<file path="src/assert_macros.svh">
// assertion helper macros shared by the header line lexer modules
// no dependencies
`ifndef ASSERT_MACROS_SVH
`define ASSERT_MACROS_SVH

// plain property check, disabled during reset
`define HHL_ASSERT(label, clk, rstn, prop, msg) \
    label: assert property (@(posedge clk) disable iff (!rstn) (prop)) \
        else $error(msg);

// implication check, disabled during reset
`define HHL_ASSERT_IMPL(label, clk, rstn, ante, cons, msg) \
    label: assert property (@(posedge clk) disable iff (!rstn) (ante) |-> (cons)) \
        else $error(msg);

`endif

</file>
<file path="src/hhl_pkg.sv">
// shared types, codes and character class functions for the header line lexer
// no dependencies
package hhl_pkg;

    localparam logic [1:0] OP_BYTE  = 2'd0;
    localparam logic [1:0] OP_EOL   = 2'd1;
    localparam logic [1:0] OP_CLEAR = 2'd2;

    localparam logic [1:0] KIND_NAME   = 2'd0;
    localparam logic [1:0] KIND_VALUE  = 2'd1;
    localparam logic [1:0] KIND_STATUS = 2'd2;

    localparam logic [7:0] CH_TAB   = 8'h09;
    localparam logic [7:0] CH_SPACE = 8'h20;
    localparam logic [7:0] CH_COLON = 8'h3A;

    localparam logic [3:0] COOKIE_LEN = 4'd10;

    localparam int Q_DEPTH = 4;
    localparam int Q_AW    = 2;

    typedef enum logic [2:0] {
        ST_OK           = 3'd0,
        ST_BAD_NAME     = 3'd1,
        ST_NO_NAME      = 3'd2,
        ST_BAD_VALUE    = 3'd3,
        ST_FOLD_NO_LINE = 3'd4,
        ST_WS_OVERFLOW  = 3'd5
    } status_t;

    typedef enum logic [2:0] {
        PH_START = 3'd0,
        PH_NAME  = 3'd1,
        PH_OWS   = 3'd2,
        PH_VALUE = 3'd3,
        PH_ERROR = 3'd4
    } phase_t;

    typedef enum logic [1:0] {
        FL_IDLE  = 2'd0,
        FL_SPACE = 2'd1,
        FL_LAST  = 2'd2
    } flush_state_t;

    typedef enum logic [3:0] {
        ACT_NONE   = 4'd0,
        ACT_NAME   = 4'd1,
        ACT_COLON  = 4'd2,
        ACT_FOLD   = 4'd3,
        ACT_VALUE  = 4'd4,
        ACT_FLUSH  = 4'd5,
        ACT_HOLD   = 4'd6,
        ACT_FAIL   = 4'd7,
        ACT_STATUS = 4'd8,
        ACT_CLEAR  = 4'd9
    } action_t;

    typedef enum logic [1:0] {
        CMD_NAME   = 2'd0,
        CMD_SPACE  = 2'd1,
        CMD_VALUE  = 2'd2,
        CMD_STATUS = 2'd3
    } cmd_t;

    // status words carry {3'b0, status, set_cookie, folded} in data
    typedef struct packed {
        cmd_t       cmd;
        logic [7:0] data;
        logic       last;
    } qentry_t;

    function automatic logic [7:0] to_lower(input logic [7:0] c);
        logic [7:0] r;
        r = c;
        if (c >= 8'h41 && c <= 8'h5A)
        begin
            r = c + 8'd32;
        end
        return r;
    endfunction

    function automatic logic tok_char(input logic [7:0] c);
        logic r;
        r = (c >= 8'h41 && c <= 8'h5A) || (c >= 8'h61 && c <= 8'h7A) ||
            (c >= 8'h30 && c <= 8'h39) ||
            c == 8'h21 || c == 8'h23 || c == 8'h24 || c == 8'h25 || c == 8'h26 ||
            c == 8'h27 || c == 8'h2A || c == 8'h2B || c == 8'h2D || c == 8'h2E ||
            c == 8'h5E || c == 8'h5F || c == 8'h60 || c == 8'h7C || c == 8'h7E;
        return r;
    endfunction

    function automatic logic is_blank(input logic [7:0] c);
        return c == CH_SPACE || c == CH_TAB;
    endfunction

    function automatic logic is_visible(input logic [7:0] c);
        return (c >= 8'h21 && c <= 8'h7E) || c >= 8'h80;
    endfunction

    function automatic logic [7:0] cookie_char(input logic [3:0] pos);
        logic [7:0] r;
        unique case (pos)
            4'd0:    r = 8'h73;
            4'd1:    r = 8'h65;
            4'd2:    r = 8'h74;
            4'd3:    r = 8'h2D;
            4'd4:    r = 8'h63;
            4'd5:    r = 8'h6F;
            4'd6:    r = 8'h6F;
            4'd7:    r = 8'h6B;
            4'd8:    r = 8'h69;
            4'd9:    r = 8'h65;
            default: r = 8'h00;
        endcase
        return r;
    endfunction

endpackage

</file>
<file path="src/hhl_fifo.sv">
// short word queue between the lexer front and back
// depends on hhl_pkg and assert_macros.svh
`include "assert_macros.svh"

module hhl_fifo
(
    input  logic            clk,
    input  logic            rst_n,
    input  logic            push,
    input  hhl_pkg::qentry_t wr_entry,
    output logic            full,
    input  logic            pop,
    output hhl_pkg::qentry_t rd_entry,
    output logic            empty
);

    hhl_pkg::qentry_t entries [hhl_pkg::Q_DEPTH];

    logic [hhl_pkg::Q_AW-1:0] wr_ptr_reg, wr_ptr_next;
    logic [hhl_pkg::Q_AW-1:0] rd_ptr_reg, rd_ptr_next;
    logic [hhl_pkg::Q_AW:0]   cnt_reg, cnt_next;

    assign full     = cnt_reg == (hhl_pkg::Q_AW + 1)'(hhl_pkg::Q_DEPTH);
    assign empty    = cnt_reg == '0;
    assign rd_entry = entries[rd_ptr_reg];

    always_comb
    begin
        wr_ptr_next = wr_ptr_reg;
        rd_ptr_next = rd_ptr_reg;
        cnt_next    = cnt_reg;
        if (push)
        begin
            wr_ptr_next = wr_ptr_reg + hhl_pkg::Q_AW'(1);
        end
        if (pop)
        begin
            rd_ptr_next = rd_ptr_reg + hhl_pkg::Q_AW'(1);
        end
        if (push && !pop)
        begin
            cnt_next = cnt_reg + (hhl_pkg::Q_AW + 1)'(1);
        end
        else if (pop && !push)
        begin
            cnt_next = cnt_reg - (hhl_pkg::Q_AW + 1)'(1);
        end
    end

    always_ff @(posedge clk or negedge rst_n)
    begin
        if (!rst_n)
        begin
            wr_ptr_reg <= '0;
            rd_ptr_reg <= '0;
            cnt_reg    <= '0;
        end
        else
        begin
            wr_ptr_reg <= wr_ptr_next;
            rd_ptr_reg <= rd_ptr_next;
            cnt_reg    <= cnt_next;
        end
    end

    always_ff @(posedge clk)
    begin
        if (push)
        begin
            entries[wr_ptr_reg] <= wr_entry;
        end
    end

    `HHL_ASSERT_IMPL(a_no_overflow, clk, rst_n, push, !full, "push into full queue")
    `HHL_ASSERT_IMPL(a_no_underflow, clk, rst_n, pop, !empty, "pop from empty queue")
    `HHL_ASSERT(a_count_bound, clk, rst_n, cnt_reg <= (hhl_pkg::Q_AW + 1)'(hhl_pkg::Q_DEPTH), "queue count out of range")

endmodule

</file>
<file path="src/hhl_front.sv">
// lexer front: takes input words, tracks line state, holds trailing whitespace
// and flushes it into the queue; depends on hhl_pkg and assert_macros.svh
`include "assert_macros.svh"

module hhl_front
#(
    parameter int WS_HOLD_DEPTH = 32
)
(
    input  logic             clk,
    input  logic             rst_n,
    input  logic             cfg_we,
    input  logic             cfg_data,
    input  logic             in_valid,
    output logic             in_ready,
    input  logic [1:0]       op,
    input  logic [7:0]       data_byte,
    input  logic             q_full,
    output logic             q_push,
    output hhl_pkg::qentry_t q_entry
);

    localparam int AW = (WS_HOLD_DEPTH > 1) ? $clog2(WS_HOLD_DEPTH) : 1;
    localparam int CW = $clog2(WS_HOLD_DEPTH + 1);

    logic                  allow_fold_reg, allow_fold_next;
    hhl_pkg::phase_t       phase_reg, phase_next;
    logic [CW-1:0]         hold_cnt_reg, hold_cnt_next;
    logic [3:0]            ck_pos_reg, ck_pos_next;
    logic                  ck_miss_reg, ck_miss_next;
    logic                  earlier_reg, earlier_next;
    hhl_pkg::status_t      err_reg, err_next;
    logic                  folded_reg, folded_next;
    hhl_pkg::flush_state_t fl_state_reg, fl_state_next;
    logic [CW-1:0]         fl_cnt_reg, fl_cnt_next;
    logic [CW-1:0]         fl_ptr_reg, fl_ptr_next;
    logic [7:0]            pend_reg, pend_next;
    logic                  ws_rd_reg;

    logic                  ws_mem [WS_HOLD_DEPTH];
    logic                  mem_we, mem_wd, rd_en;
    logic [AW-1:0]         mem_wa, mem_ra;

    logic                  accept;
    hhl_pkg::action_t      act;
    hhl_pkg::status_t      fail_code;
    hhl_pkg::status_t      eol_status;
    logic                  eol_cookie;
    logic [CW-1:0]         ptr_inc;
    logic [7:0]            lc_byte;

    assign in_ready = (fl_state_reg == hhl_pkg::FL_IDLE) && !q_full;
    assign accept   = in_valid && in_ready;
    assign ptr_inc  = fl_ptr_reg + CW'(1);
    assign lc_byte  = hhl_pkg::to_lower(data_byte);

    // classify the word against the line phase
    always_comb
    begin
        act       = hhl_pkg::ACT_NONE;
        fail_code = hhl_pkg::ST_OK;
        if (op == hhl_pkg::OP_BYTE)
        begin
            unique case (phase_reg)
                hhl_pkg::PH_START:
                begin
                    if (hhl_pkg::tok_char(data_byte))
                    begin
                        act = hhl_pkg::ACT_NAME;
                    end
                    else if (hhl_pkg::is_blank(data_byte) && allow_fold_reg)
                    begin
                        act = hhl_pkg::ACT_FOLD;
                    end
                    else
                    begin
                        act       = hhl_pkg::ACT_FAIL;
                        fail_code = hhl_pkg::ST_NO_NAME;
                    end
                end
                hhl_pkg::PH_NAME:
                begin
                    if (hhl_pkg::tok_char(data_byte))
                    begin
                        act = hhl_pkg::ACT_NAME;
                    end
                    else if (data_byte == hhl_pkg::CH_COLON)
                    begin
                        act = hhl_pkg::ACT_COLON;
                    end
                    else
                    begin
                        act       = hhl_pkg::ACT_FAIL;
                        fail_code = hhl_pkg::ST_BAD_NAME;
                    end
                end
                hhl_pkg::PH_OWS, hhl_pkg::PH_VALUE:
                begin
                    if (hhl_pkg::is_visible(data_byte))
                    begin
                        act = (hold_cnt_reg == '0) ? hhl_pkg::ACT_VALUE : hhl_pkg::ACT_FLUSH;
                    end
                    else if (hhl_pkg::is_blank(data_byte))
                    begin
                        if (phase_reg == hhl_pkg::PH_OWS)
                        begin
                            act = hhl_pkg::ACT_NONE;
                        end
                        else if (hold_cnt_reg >= CW'(WS_HOLD_DEPTH))
                        begin
                            act       = hhl_pkg::ACT_FAIL;
                            fail_code = hhl_pkg::ST_WS_OVERFLOW;
                        end
                        else
                        begin
                            act = hhl_pkg::ACT_HOLD;
                        end
                    end
                    else
                    begin
                        act       = hhl_pkg::ACT_FAIL;
                        fail_code = hhl_pkg::ST_BAD_VALUE;
                    end
                end
                default:
                begin
                    act = hhl_pkg::ACT_NONE;
                end
            endcase
        end
        else if (op == hhl_pkg::OP_EOL)
        begin
            act = hhl_pkg::ACT_STATUS;
        end
        else if (op == hhl_pkg::OP_CLEAR)
        begin
            act = hhl_pkg::ACT_CLEAR;
        end

        priority if (phase_reg == hhl_pkg::PH_ERROR)
        begin
            eol_status = err_reg;
        end
        else if (phase_reg == hhl_pkg::PH_START)
        begin
            eol_status = hhl_pkg::ST_NO_NAME;
        end
        else if (phase_reg == hhl_pkg::PH_NAME)
        begin
            eol_status = hhl_pkg::ST_BAD_NAME;
        end
        else if (folded_reg && !earlier_reg)
        begin
            eol_status = hhl_pkg::ST_FOLD_NO_LINE;
        end
        else
        begin
            eol_status = hhl_pkg::ST_OK;
        end
        eol_cookie = !folded_reg && !ck_miss_reg && (ck_pos_reg == hhl_pkg::COOKIE_LEN);
    end

    // next state
    always_comb
    begin
        allow_fold_next = cfg_we ? cfg_data : allow_fold_reg;
        phase_next      = phase_reg;
        hold_cnt_next   = hold_cnt_reg;
        ck_pos_next     = ck_pos_reg;
        ck_miss_next    = ck_miss_reg;
        earlier_next    = earlier_reg;
        err_next        = err_reg;
        folded_next     = folded_reg;
        fl_state_next   = fl_state_reg;
        fl_cnt_next     = fl_cnt_reg;
        fl_ptr_next     = fl_ptr_reg;
        pend_next       = pend_reg;
        unique case (fl_state_reg)
            hhl_pkg::FL_IDLE:
            begin
                if (accept)
                begin
                    unique case (act)
                        hhl_pkg::ACT_NAME:
                        begin
                            phase_next = hhl_pkg::PH_NAME;
                            if (ck_pos_reg < hhl_pkg::COOKIE_LEN &&
                                lc_byte == hhl_pkg::cookie_char(ck_pos_reg))
                            begin
                                ck_pos_next = ck_pos_reg + 4'd1;
                            end
                            else
                            begin
                                ck_miss_next = 1'b1;
                            end
                        end
                        hhl_pkg::ACT_COLON:
                        begin
                            phase_next = hhl_pkg::PH_OWS;
                        end
                        hhl_pkg::ACT_FOLD:
                        begin
                            phase_next  = hhl_pkg::PH_OWS;
                            folded_next = 1'b1;
                        end
                        hhl_pkg::ACT_VALUE:
                        begin
                            phase_next = hhl_pkg::PH_VALUE;
                        end
                        hhl_pkg::ACT_FLUSH:
                        begin
                            phase_next    = hhl_pkg::PH_VALUE;
                            fl_state_next = hhl_pkg::FL_SPACE;
                            fl_cnt_next   = hold_cnt_reg;
                            fl_ptr_next   = '0;
                            hold_cnt_next = '0;
                            pend_next     = data_byte;
                        end
                        hhl_pkg::ACT_HOLD:
                        begin
                            hold_cnt_next = hold_cnt_reg + CW'(1);
                        end
                        hhl_pkg::ACT_FAIL:
                        begin
                            phase_next = hhl_pkg::PH_ERROR;
                            err_next   = fail_code;
                        end
                        hhl_pkg::ACT_STATUS:
                        begin
                            phase_next    = hhl_pkg::PH_START;
                            hold_cnt_next = '0;
                            ck_pos_next   = '0;
                            ck_miss_next  = 1'b0;
                            err_next      = hhl_pkg::ST_OK;
                            folded_next   = 1'b0;
                            if (eol_status == hhl_pkg::ST_OK)
                            begin
                                earlier_next = 1'b1;
                            end
                        end
                        hhl_pkg::ACT_CLEAR:
                        begin
                            earlier_next = 1'b0;
                        end
                        default:
                        begin
                            phase_next = phase_reg;
                        end
                    endcase
                end
            end
            hhl_pkg::FL_SPACE:
            begin
                if (!q_full)
                begin
                    fl_ptr_next = ptr_inc;
                    if (ptr_inc == fl_cnt_reg)
                    begin
                        fl_state_next = hhl_pkg::FL_LAST;
                    end
                end
            end
            hhl_pkg::FL_LAST:
            begin
                if (!q_full)
                begin
                    fl_state_next = hhl_pkg::FL_IDLE;
                end
            end
            default:
            begin
                fl_state_next = hhl_pkg::FL_IDLE;
            end
        endcase
    end

    // outputs: queue words and hold memory access
    always_comb
    begin
        q_push        = 1'b0;
        q_entry.cmd   = hhl_pkg::CMD_VALUE;
        q_entry.data  = data_byte;
        q_entry.last  = 1'b1;
        mem_we        = 1'b0;
        mem_wa        = hold_cnt_reg[AW-1:0];
        mem_wd        = data_byte == hhl_pkg::CH_TAB;
        rd_en         = 1'b0;
        mem_ra        = '0;
        unique case (fl_state_reg)
            hhl_pkg::FL_IDLE:
            begin
                if (accept)
                begin
                    unique case (act)
                        hhl_pkg::ACT_NAME:
                        begin
                            q_push      = 1'b1;
                            q_entry.cmd = hhl_pkg::CMD_NAME;
                        end
                        hhl_pkg::ACT_VALUE:
                        begin
                            q_push = 1'b1;
                        end
                        hhl_pkg::ACT_STATUS:
                        begin
                            q_push       = 1'b1;
                            q_entry.cmd  = hhl_pkg::CMD_STATUS;
                            q_entry.data = {3'b000, eol_status, eol_cookie, folded_reg};
                        end
                        hhl_pkg::ACT_HOLD:
                        begin
                            mem_we = 1'b1;
                        end
                        hhl_pkg::ACT_FLUSH:
                        begin
                            rd_en = 1'b1;
                        end
                        default:
                        begin
                            q_push = 1'b0;
                        end
                    endcase
                end
            end
            hhl_pkg::FL_SPACE:
            begin
                q_push       = !q_full;
                q_entry.cmd  = hhl_pkg::CMD_SPACE;
                q_entry.data = {7'b0000000, ws_rd_reg};
                q_entry.last = 1'b0;
                rd_en        = !q_full && (ptr_inc < fl_cnt_reg);
                mem_ra       = ptr_inc[AW-1:0];
            end
            hhl_pkg::FL_LAST:
            begin
                q_push       = !q_full;
                q_entry.data = pend_reg;
            end
            default:
            begin
                q_push = 1'b0;
            end
        endcase
    end

    always_ff @(posedge clk or negedge rst_n)
    begin
        if (!rst_n)
        begin
            allow_fold_reg <= 1'b0;
            phase_reg      <= hhl_pkg::PH_START;
            hold_cnt_reg   <= '0;
            ck_pos_reg     <= '0;
            ck_miss_reg    <= 1'b0;
            earlier_reg    <= 1'b0;
            err_reg        <= hhl_pkg::ST_OK;
            folded_reg     <= 1'b0;
            fl_state_reg   <= hhl_pkg::FL_IDLE;
            fl_cnt_reg     <= '0;
            fl_ptr_reg     <= '0;
        end
        else
        begin
            allow_fold_reg <= allow_fold_next;
            phase_reg      <= phase_next;
            hold_cnt_reg   <= hold_cnt_next;
            ck_pos_reg     <= ck_pos_next;
            ck_miss_reg    <= ck_miss_next;
            earlier_reg    <= earlier_next;
            err_reg        <= err_next;
            folded_reg     <= folded_next;
            fl_state_reg   <= fl_state_next;
            fl_cnt_reg     <= fl_cnt_next;
            fl_ptr_reg     <= fl_ptr_next;
        end
    end

    always_ff @(posedge clk)
    begin
        pend_reg <= pend_next;
    end

    // held whitespace kinds, 1 = tab
    always_ff @(posedge clk)
    begin
        if (mem_we)
        begin
            ws_mem[mem_wa] <= mem_wd;
        end
        if (rd_en)
        begin
            ws_rd_reg <= ws_mem[mem_ra];
        end
    end

    `HHL_ASSERT_IMPL(a_no_accept_in_flush, clk, rst_n,
        fl_state_reg != hhl_pkg::FL_IDLE, !in_ready, "word accepted during flush")
    `HHL_ASSERT(a_hold_bound, clk, rst_n,
        hold_cnt_reg <= CW'(WS_HOLD_DEPTH), "held whitespace count out of range")
    `HHL_ASSERT_IMPL(a_space_only_in_flush, clk, rst_n,
        q_push && q_entry.cmd == hhl_pkg::CMD_SPACE,
        fl_state_reg == hhl_pkg::FL_SPACE, "whitespace word outside flush")

endmodule

</file>
<file path="src/hhl_back.sv">
// lexer back: pops queue words, decodes them into result fields and holds
// them in the output register; depends on hhl_pkg
module hhl_back
(
    input  logic             clk,
    input  logic             rst_n,
    input  hhl_pkg::qentry_t q_entry,
    input  logic             q_empty,
    output logic             q_pop,
    output logic             out_valid,
    input  logic             out_ready,
    output logic [1:0]       kind,
    output logic [7:0]       out_byte,
    output logic [2:0]       status,
    output logic             is_set_cookie,
    output logic             is_folded,
    output logic             run_end
);

    logic       valid_reg, valid_next;
    logic [1:0] kind_reg, kind_next;
    logic [7:0] byte_reg, byte_next;
    logic [2:0] status_reg, status_next;
    logic       cookie_reg, cookie_next;
    logic       folded_reg, folded_next;
    logic       last_reg, last_next;

    assign q_pop = !q_empty && (!valid_reg || out_ready);

    always_comb
    begin
        valid_next  = valid_reg;
        kind_next   = kind_reg;
        byte_next   = byte_reg;
        status_next = status_reg;
        cookie_next = cookie_reg;
        folded_next = folded_reg;
        last_next   = last_reg;
        if (valid_reg && out_ready)
        begin
            valid_next = 1'b0;
        end
        if (q_pop)
        begin
            valid_next  = 1'b1;
            last_next   = q_entry.last;
            status_next = hhl_pkg::ST_OK;
            cookie_next = 1'b0;
            folded_next = 1'b0;
            unique case (q_entry.cmd)
                hhl_pkg::CMD_NAME:
                begin
                    kind_next = hhl_pkg::KIND_NAME;
                    byte_next = hhl_pkg::to_lower(q_entry.data);
                end
                hhl_pkg::CMD_SPACE:
                begin
                    kind_next = hhl_pkg::KIND_VALUE;
                    byte_next = q_entry.data[0] ? hhl_pkg::CH_TAB : hhl_pkg::CH_SPACE;
                end
                hhl_pkg::CMD_VALUE:
                begin
                    kind_next = hhl_pkg::KIND_VALUE;
                    byte_next = q_entry.data;
                end
                hhl_pkg::CMD_STATUS:
                begin
                    kind_next   = hhl_pkg::KIND_STATUS;
                    byte_next   = 8'h00;
                    status_next = q_entry.data[4:2];
                    cookie_next = q_entry.data[1];
                    folded_next = q_entry.data[0];
                end
                default:
                begin
                    kind_next = hhl_pkg::KIND_VALUE;
                end
            endcase
        end
    end

    always_ff @(posedge clk or negedge rst_n)
    begin
        if (!rst_n)
        begin
            valid_reg <= 1'b0;
        end
        else
        begin
            valid_reg <= valid_next;
        end
    end

    always_ff @(posedge clk)
    begin
        kind_reg   <= kind_next;
        byte_reg   <= byte_next;
        status_reg <= status_next;
        cookie_reg <= cookie_next;
        folded_reg <= folded_next;
        last_reg   <= last_next;
    end

    assign out_valid     = valid_reg;
    assign kind          = kind_reg;
    assign out_byte      = byte_reg;
    assign status        = status_reg;
    assign is_set_cookie = cookie_reg;
    assign is_folded     = folded_reg;
    assign run_end       = last_reg;

endmodule

</file>
<file path="src/http_header_line_lexer.sv">
// HTTP header line lexer: checks one header line per run of input words and
// emits the lowercased name, the trimmed value and an end-of-line status.
// Input channel in_valid/in_ready carries op and data_byte. op byte feeds one
// line byte, op end-of-line closes the line, op clear drops the earlier-line
// flag. Output channel out_valid/out_ready carries kind, out_byte, status,
// is_set_cookie, is_folded; run_end marks the last word caused by an input.
// cfg_we/cfg_data write allow_fold; the user must do so only while the
// block is idle, which the block itself does not enforce. Throughput: one
// input word per cycle while in_ready is high. A visible value byte that
// follows held spaces or tabs starts the front's flush sequencer: it reads
// the hold memory, emits one whitespace word per cycle while the queue has
// room, then the byte itself, and holds in_ready low until it is done.
// Reset clears allow_fold, the earlier-line flag and the line state; the hold
// memory needs no clearing. When the receiver stalls, the four-word queue
// fills and in_ready drops until space frees up.
module http_header_line_lexer
#(
    parameter int WS_HOLD_DEPTH = 32
)
(
    input  logic       clk,
    input  logic       rst_n,
    input  logic       cfg_we,
    input  logic       cfg_data,
    input  logic       in_valid,
    output logic       in_ready,
    input  logic [1:0] op,
    input  logic [7:0] data_byte,
    output logic       out_valid,
    input  logic       out_ready,
    output logic [1:0] kind,
    output logic [7:0] out_byte,
    output logic [2:0] status,
    output logic       is_set_cookie,
    output logic       is_folded,
    output logic       run_end
);

    logic             q_push, q_full, q_pop, q_empty;
    hhl_pkg::qentry_t wr_entry, rd_entry;

    hhl_front #(
        .WS_HOLD_DEPTH (WS_HOLD_DEPTH)
    ) u_front (
        .clk       (clk),
        .rst_n     (rst_n),
        .cfg_we    (cfg_we),
        .cfg_data  (cfg_data),
        .in_valid  (in_valid),
        .in_ready  (in_ready),
        .op        (op),
        .data_byte (data_byte),
        .q_full    (q_full),
        .q_push    (q_push),
        .q_entry   (wr_entry)
    );

    hhl_fifo u_fifo (
        .clk      (clk),
        .rst_n    (rst_n),
        .push     (q_push),
        .wr_entry (wr_entry),
        .full     (q_full),
        .pop      (q_pop),
        .rd_entry (rd_entry),
        .empty    (q_empty)
    );

    hhl_back u_back (
        .clk           (clk),
        .rst_n         (rst_n),
        .q_entry       (rd_entry),
        .q_empty       (q_empty),
        .q_pop         (q_pop),
        .out_valid     (out_valid),
        .out_ready     (out_ready),
        .kind          (kind),
        .out_byte      (out_byte),
        .status        (status),
        .is_set_cookie (is_set_cookie),
        .is_folded     (is_folded),
        .run_end       (run_end)
    );

endmodule

</file>
<file path="config.mk">
export PLATFORM = sky130hd
export DESIGN_NAME = http_header_line_lexer
export DESIGN_NICKNAME = d
export VERILOG_FILES = /design/src/hhl_pkg.sv /design/src/hhl_fifo.sv /design/src/hhl_front.sv /design/src/hhl_back.sv /design/src/http_header_line_lexer.sv
export VERILOG_INCLUDE_DIRS = /design/src /design/src/src
export SDC_FILE = /design/constraint.sdc
export NUM_CORES = 1
export LEC_CHECK = 0
export ABC_AREA = 1
export BUFFER_PORTS_ARGS = -buffer_cell sky130_fd_sc_hd__buf_2
export CAP_MARGIN = 20
export CORE_MARGIN = 3
export CORE_UTILIZATION = 40
export DETAILED_ROUTE_END_ITERATION = 6
export PLACE_DENSITY = 0.52
export SETUP_SLACK_MARGIN = 0.5
export SYNTH_ARGS = -nofsm -noshare
export SYNTH_HDL_FRONTEND = slang
export SYNTH_SLANG_ARGS = --single-unit
export TNS_END_PERCENT = 20
</file>
<file path="constraint.sdc">
create_clock -name clk -period 6.7 [get_ports clk]
set_input_delay 0 -clock clk [delete_from_list [all_inputs] [get_ports clk]]
set_output_delay 0 -clock clk [all_outputs]
set_load 0.01 [all_outputs]
</file>
Word-level counts from Yosys, hierarchy flattened

Memories as Yosys holds them, arrays and structs flattened. A register that Yosys moved wholly into a read port is not among the register bits.
Index checks and enable logic that the tools add are counted.

Add/subtract/negate cells: 9
Order comparisons: 14
Eq/ne operators: 50
Muxes and demuxes: 79
Reductions and logical operators: 78

Operators with widths:

| kind                                                                                | number |
|---|---|
| 8-bit by 6-bit equality test with 1-bit output, second input constant               | 12 |
| 8-bit 2-to-1 mux                                                                    | 6 |
| 3-bit 2-to-1 mux                                                                    | 15 |
| 8-bit by 7-bit equality test with 1-bit output, second input constant               | 5 |
| 4-bit 2-to-1 mux                                                                    | 9 |
| 8-bit by 7-bit less-or-equal comparator with 1-bit output, second input constant    | 4 |
| 8-bit one-hot mux with 4 select lines                                               | 1 |
| 8-bit by 7-bit greater-or-equal comparator with 1-bit output, second input constant | 3 |
| 6-bit 2-to-1 mux                                                                    | 4 |
| 6-bit one-hot mux with 2 select lines                                               | 2 |
| 8-bit one-hot mux with 3 select lines                                               | 1 |
| 1-bit logical OR                                                                    | 20 |
| 1-bit 2-to-1 mux                                                                    | 19 |
| 1-bit logical AND                                                                   | 17 |
| 8-bit by 6-bit adder with 8-bit output, second input constant                       | 2 |
| 4-bit by 3-bit equality test with 1-bit output, second input constant               | 4 |
| 8-bit by 6-bit greater-or-equal comparator with 1-bit output, second input constant | 2 |
| 4-bit AND reduction                                                                 | 4 |
| 2-bit nonzero test                                                                  | 8 |
| 3-bit one-hot mux with 5 select lines                                               | 1 |
| 3-bit AND reduction                                                                 | 5 |
| 6-bit by 1-bit adder with 6-bit output, second input constant                       | 2 |
| 4-bit equality test, second input constant                                          | 3 |
| 2-bit 2-to-1 mux                                                                    | 6 |
| other kinds (38)                                                                    | 75 |

Register bits after elaboration: 66
RAM bits: 76
ROM bits: 112
Output and inout bits: 18
Memories kept: 3

Memory list:

| name            | depth | width | read ports | clocked after memory_dff | write ports | RTL line        | source |
|---|---|---|---|---|---|---|---|
| (no name shown) | 16    | 7     | 1          | 0                        | 0           | hhl_pkg.sv:102  | `unique case (pos)` |
| u_fifo.entries  | 4     | 11    | 1          | 0                        | 1           | hhl_fifo.sv:17  | `hhl_pkg::qentry_t entries [hhl_pkg::Q_DEPTH];` |
| u_front.ws_mem  | 32    | 1     | 1          | 1                        | 1           | hhl_front.sv:40 | `logic ws_mem [WS_HOLD_DEPTH];` |

Depth between registers and ports, before layout

Depth after elaboration: 31
Depth in mapped cells: 24
Mapped depth without buffers: 24

By module

A second synthesis with hierarchy kept.

Cell total of the unflattened synthesis: 865
Area, all modules: 7785.0 um^2

By module, submodules not included:

| module    | instances | cells an instance | area an instance (um^2) |
|---|---|---|---|
| hhl_front | 1         | 616               | 4807.1 |
| hhl_fifo  | 1         | 176               | 2177.1 |
| hhl_back  | 1         | 73                | 800.8 |

Worst setup path after synthesis

Ideal clock, no wire load.

Kind: register -> register
From: reg u_front.fl_state_reg[0]
To: reg u_fifo.cnt_reg[2] in the netlist's numbering
Library setup time: 0.131 ns
Data arrival time: 2.835 ns
Setup slack: 3.734 ns
Cell stages (with the launch flop): 19
Period minus slack after synthesis: 2.966 ns
Path through: dfrtp_1 inv_1 ha_1 inv_1 nor2_1 nand2_1 inv_1 nand3_1 nor2_2 nor2_2 nand3_2 nand2_2 inv_1 ha_1 inv_1 fa_1 a21oi_1 o21ai_0 xor2_1

Longest elaborated chain between the ends: 8
Elaborated cells between the ends (all ways): 13
Those cells by class: 2 x eq/ne; 3 x mux; 8 x reduce/logical

RTL lines:

| element                                   | RTL line                     | source |
|---|---|---|
| start: declaration                        | hhl_front.sv:34              | `hhl_pkg::flush_state_t fl_state_reg, fl_state_next;` |
| start signal: assignment                  | hhl_front.sv:358             | `fl_state_reg <= hhl_pkg::FL_IDLE;` |
| start signal: assignment                  | hhl_front.sv:372             | `fl_state_reg <= fl_state_next;` |
| 2-bit zero test (*)                       | hhl_front.sv:52              | `assign in_ready = (fl_state_reg == hhl_pkg::FL_IDLE) && !q_full;` |
| 1-bit logical AND (*)                     | hhl_front.sv:52              |  |
| via in_ready                              | http_header_line_lexer.sv:26 | `output logic in_ready,` |
| 1-bit logical AND (*)                     | hhl_front.sv:53              | `assign accept = in_valid && in_ready;` |
| 1-bit 2-to-1 mux (*)                      | hhl_front.sv:292             | `if (accept)` |
| 1-bit one-hot mux with 2 select lines (*) | hhl_front.sv:289             | `unique case (fl_state_reg)` |
| via q_push                                | http_header_line_lexer.sv:39 | `logic q_push, q_full, q_pop, q_empty;` |
| 1-bit zero test                           | hhl_fifo.sv:44               | `else if (pop && !push)` |
| 1-bit logical AND                         | hhl_fifo.sv:44               |  |
| 2-bit nonzero test (no source line)       | --                           |  |
| end signal: assignment                    | hhl_fifo.sv:62               | `cnt_reg <= cnt_next;` |
| end: declaration                          | hhl_fifo.sv:21               | `logic [hhl_pkg::Q_AW:0] cnt_reg, cnt_next;` |

Mark *: on every way through the listed nets, which the timed path passes. The rest lies on a longest branch.
A chain may end at the register's enable or synchronous reset.

Worst setup path in the final report

From: reg u_front.fl_state_reg[1]
To: reg u_front.ws_rd_reg (read register of u_front.ws_mem), data pin

Longest elaborated chain between the ends: 5
Elaborated cells between the ends (all ways): 7
Those cells by class: 1 x eq/ne; 3 x mux; 3 x reduce/logical

RTL lines:

| element                               | RTL line                          | source |
|---|---|---|
| 2-bit zero test                       | hhl_front.sv:52, hhl_front.sv:289 |  |
| 1-bit logical AND                     | hhl_front.sv:52                   |  |
| 1-bit logical AND                     | hhl_front.sv:53                   |  |
| 1-bit 2-to-1 mux                      | hhl_front.sv:292                  |  |
| 1-bit one-hot mux with 2 select lines | hhl_front.sv:289                  |  |
| end: declaration                      | hhl_front.sv:38                   | `logic ws_rd_reg;` |

Several ways; a longest one is shown, not always the timed one.

==> parameters.txt <==
Parameter                              Value

Status
  Status ... finished clean

Place
  Half-perimeter wire length of the detailed placement result ... 12.9 mm
  Placer congestion estimate ... approximately 0.88
  Cell area after placement ... between 0.008 and 0.009 mm^2
  Number of placed instances, taps included ... approximately 1100
  Worst slack, placed ... 3.38 ns
  Input/output buffers ... 33

Pwr
  P_leak ... about 3.7 nW
  Maximum vdd drop ... between 0.15 and 0.2 mV
  Total power per unit cell area ... ~410 mW/mm^2
  Sum of internal, switching and leakage power ... between 3 and 4 mW

Yosys
  Commonest cells in the netlist ... sky130_fd_sc_hd__nand2_1 (180), sky130_fd_sc_hd__nor2_1 (116), sky130_fd_sc_hd__edfxtp_1 (101)
  Mean post-synth cell area ... approximately 9.2 um^2
  Count of flip-flops with a built-in enable after synthesis ... roughly 100
  Count of cell types in the netlist ... 48
  Proportion of synthesized chip area in sequential cells ... 53.9%
  Number of warnings reported in the yosys synthesis log ... 0
  Number of nets produced by synthesis ... ~880
  Count of mapped cells out of synthesis ... roughly 830
  Post-synthesis async set-or-reset flop share ... 29.4%
  Post-synthesis register bit count ... between 100 and 150
  Area fraction of the dominant cell type after synthesis ... ~40%
  Cell type with the highest aggregate area in the netlist ... sky130_fd_sc_hd__edfxtp_1
  Most used flip-flop cell after synthesis ... sky130_fd_sc_hd__edfxtp_1
  Synthesized area ... between 0.007 and 0.008 mm^2
  Most instantiated library cell after synthesis ... sky130_fd_sc_hd__nand2_1
  Cells taking the most area after synthesis ... sky130_fd_sc_hd__edfxtp_1 (40%), sky130_fd_sc_hd__dfrtp_1 (14%), sky130_fd_sc_hd__nand2_1 (8.9%), sky130_fd_sc_hd__ha_1 (5.9%), sky130_fd_sc_hd__nor2_1 (5.7%)

Cells and area
  Final net count ... 934
  Proportion of layout cells with a drive suffix above 1 ... 13.4%
  Layout-stage area growth over the synthesis result ... 15.5%
  Registers with the most flip-flops ... u_fifo.entries x44, u_front.ws_mem x32
  Biggest register ... u_fifo.entries
  Area taken by multi-input logic gates ... approximately 0.003 mm^2
  Non-Filler Instances ... roughly 1100
  Max reg flops ... 44
  Total non-filler cell area in the finished layout ... about 0.009 mm^2
  Number of fill cells ... about 1700
  Area taken by flip-flops and latches ... between 0.004 and 0.005 mm^2
  Count of inserted antenna diode cells ... 0

Timing
  Maximum clock skew at final layout ... 0.0187 ns
  Share of the clock period used by the worst path after layout ... 50.1%
  Tightest Pin Transition ... between 0.9 and 1 ns
  RSZ-0062 raised after global routing ... no
  Pins Over Slew Limit ... 0
  Top achievable clock speed ... slightly below 300 MHz
  Number of hold violations in the final report ... 0
  Final worst-path setup slack ... ~3.3 ns
  Final worst path period need ... around 3.4 ns
  Worst slew margin ... roughly two fifths
  Setup TNS ... 0 ns
  Final count of negative-setup-slack endpoints ... 0

GRT
  Global-route wire length before repair ... ~30 mm
  Number of global-route vias before repair ... 5638
  Routing layer with the top usage in global route ... met2
  Overall overflow remaining after global route ... 0
  Number of antenna violations at the first check in global routing ... 0
  Overall track demand over capacity in global routing ... between 10% and 20%
  Global routing usage on met1 ... approximately a quarter
  Pin count of the biggest net entering global routing ... 43
  Global-route met3 utilization ... about 3.9%
  GRT met2 Usage ... 30.4%

Route
  Drt first pass iters ... 5
  Total DRC errors in the routed layout ... 0
  Routed wire length ... about 18 mm
  Total via count in the routed design ... 5736
  Antenna viol nets, final ... 0
  1st-iter DRT viols ... ~390
  Average wire per standard cell ... 15.7 um
  Average via count per standard cell ... between 5 and 6

Critical path
  Critical-path cell with the highest stage delay ... sky130_fd_sc_hd__nor2_1
  Element type at the critical path start ... flip-flop
  Reg2reg path depth ... 10
  Ordered cell list for the critical path ... inv_1, ha_1, inv_1, nor2_1, inv_1, o21ai_0, o22ai_1, or2_2, a311oi_1, a31oi_1
  Critical Path Most Common Cell ... sky130_fd_sc_hd__inv_1
  Critical path data required time ... between 6 and 7 ns
  Crit path capture type ... flip-flop
  WS Path Type ... reg2reg
  Crit path max fanout ... 15
  Arrival time at the worst endpoint ... ~3.5 ns
  Maximum cell stage delay along the critical path ... about 0.66 ns

Clock network
  Clock slew at the register clock pins of the worst setup and hold paths ... roughly 0.070 ns
  Post-cts gate resize count ... 0
  # clock sinks ... around 140
  Clock Path Buffers ... 2
  TritonCTS clock tree ... done
  Insertion delay of the later-clocked pin in the worst-skew pair ... about 0.44 ns
  CTS Buf Count ... 17
  Post-CTS setup buffer count ... 0
  Cts-stage hold buffer count ... 12
  Count of H-tree levels built during CTS ... 4
  Clock Tree Root ... sky130_fd_sc_hd__clkbuf_16

Flow run
  Maximum capacitance violations ... 0

Die
  Top-Level Pins ... 34
  Horizontal die dimension ... ~140 um
  Die extent in y ... around 140 um
  Total core area ... roughly 0.018 mm^2
  Overall die area ... 0.0206 mm^2
  Number of standard-cell rows in the floorplan ... 49
  Initial Utilization ... roughly two fifths

Worst hold path
  Kind of path behind the tightest hold check ... in2async
-- cells by family (layout without fill, tap and decap cells) --
group	count (synthesis)	in the layout	share of synthesized area [%]
buffers and inverters	111	180	5.68
AO/OA/AOI/OAI	131	131	10.5
AND/OR/NAND/NOR	387	387	21.9
flip-flops	143	143	53.9
XOR/XNOR	14	14	1.62
multiplexers	2	2	0.297
adder cells (fa/ha/maj)	37	37	6.21
-- cells in the final DEF, fill, tap and decap left out, types with 5 or more instances in the layout --
| cell | count |
|---|---|
| sky130_fd_sc_hd__nand2_2 | 15 |
| sky130_fd_sc_hd__xor2_1 | 12 |
| sky130_fd_sc_hd__inv_1 | 82 |
| sky130_fd_sc_hd__nand2_1 | 180 |
| sky130_fd_sc_hd__a32o_1 | 6 |
| sky130_fd_sc_hd__nand3_1 | 44 |
| sky130_fd_sc_hd__dlygate4sd3_1 | 12 |
| sky130_fd_sc_hd__clkbuf_16 | 17 |
| sky130_fd_sc_hd__inv_2 | 13 |
| sky130_fd_sc_hd__edfxtp_1 | 101 |
| sky130_fd_sc_hd__o22ai_1 | 8 |
| sky130_fd_sc_hd__o21ai_0 | 37 |
| sky130_fd_sc_hd__o21ai_1 | 24 |
| sky130_fd_sc_hd__a21oi_1 | 28 |
| sky130_fd_sc_hd__dfrtp_1 | 42 |
| sky130_fd_sc_hd__nand4_1 | 10 |
| sky130_fd_sc_hd__buf_2 | 33 |
| sky130_fd_sc_hd__o221ai_1 | 7 |
| sky130_fd_sc_hd__ha_1 | 36 |
| sky130_fd_sc_hd__nor2_1 | 116 |
| sky130_fd_sc_hd__inv_8 | 5 |
-- area by class of cell --
type,instances,area share (%)
clock buffer,17,4.86
sequential,143,46.7
tap,229,3.27
timing repair buffer,50,4.00
inverter,98,4.22
clock inverter,15,1.97
multi-input combinational,571,35.0
-- worst paths after layout --
check | startpoint | slack [ns] | endpoint
setup / recovery | u_front.fl_state_reg[1] | 3.34 | u_front.ws_rd_reg
hold reg to reg | u_front.err_reg[1] | 0.49 | u_front.err_reg[1]
setup reg to reg | u_front.fl_state_reg[1] | 3.34 | u_front.ws_rd_reg
min in group clk | op[1] | 0.06 | u_front.earlier_reg
hold / removal | rst_n | 0.05 | u_front.fl_ptr_reg[0]
max in group asynchronous | rst_n | 6.14 | u_front.folded_reg
-- routing by layer --
metal,wire [um],up-vias
li1,-,2904
met1,8450,2726
met2,8500,96
met3,576,10
met4,119,0
met5,0,-
-- worst max-delay path, delay by kind of cell, from the launching register on --
| kind | cells | cell delay (ns) |
|---|---|---|
| AO/OA/AOI/OAI | 4 | 0.68 |
| adder cells (fa/ha/maj) | 1 | 0.36 |
| buffers and inverters | 3 | 0.75 |
| flip-flops | 1 | 0.41 |
| AND/OR/NAND/NOR | 2 | 0.93 |
-- stage by stage --
stage	hold WS, ns	utilization, %
after global routing	0.0700	47.9
after CTS	0.0503	47.8
after floorplan	-0.296	-
after global placement	0.222	43.6
after detailed placement	0.240	43.9
final	0.0484	47.9
-- power by group --
part | total (mW) | internal (mW) | leakage [nW] | switching, mW
logic | 1.27 | 0.440 | 1.88 | 0.831
registers | 1.36 | 1.22 | 1.50 | 0.140
clock network | 0.943 | 0.502 | 0.289 | 0.440
total | 3.57 | 2.16 | 3.67 | 1.41
(Power assumes the default switching activity.)
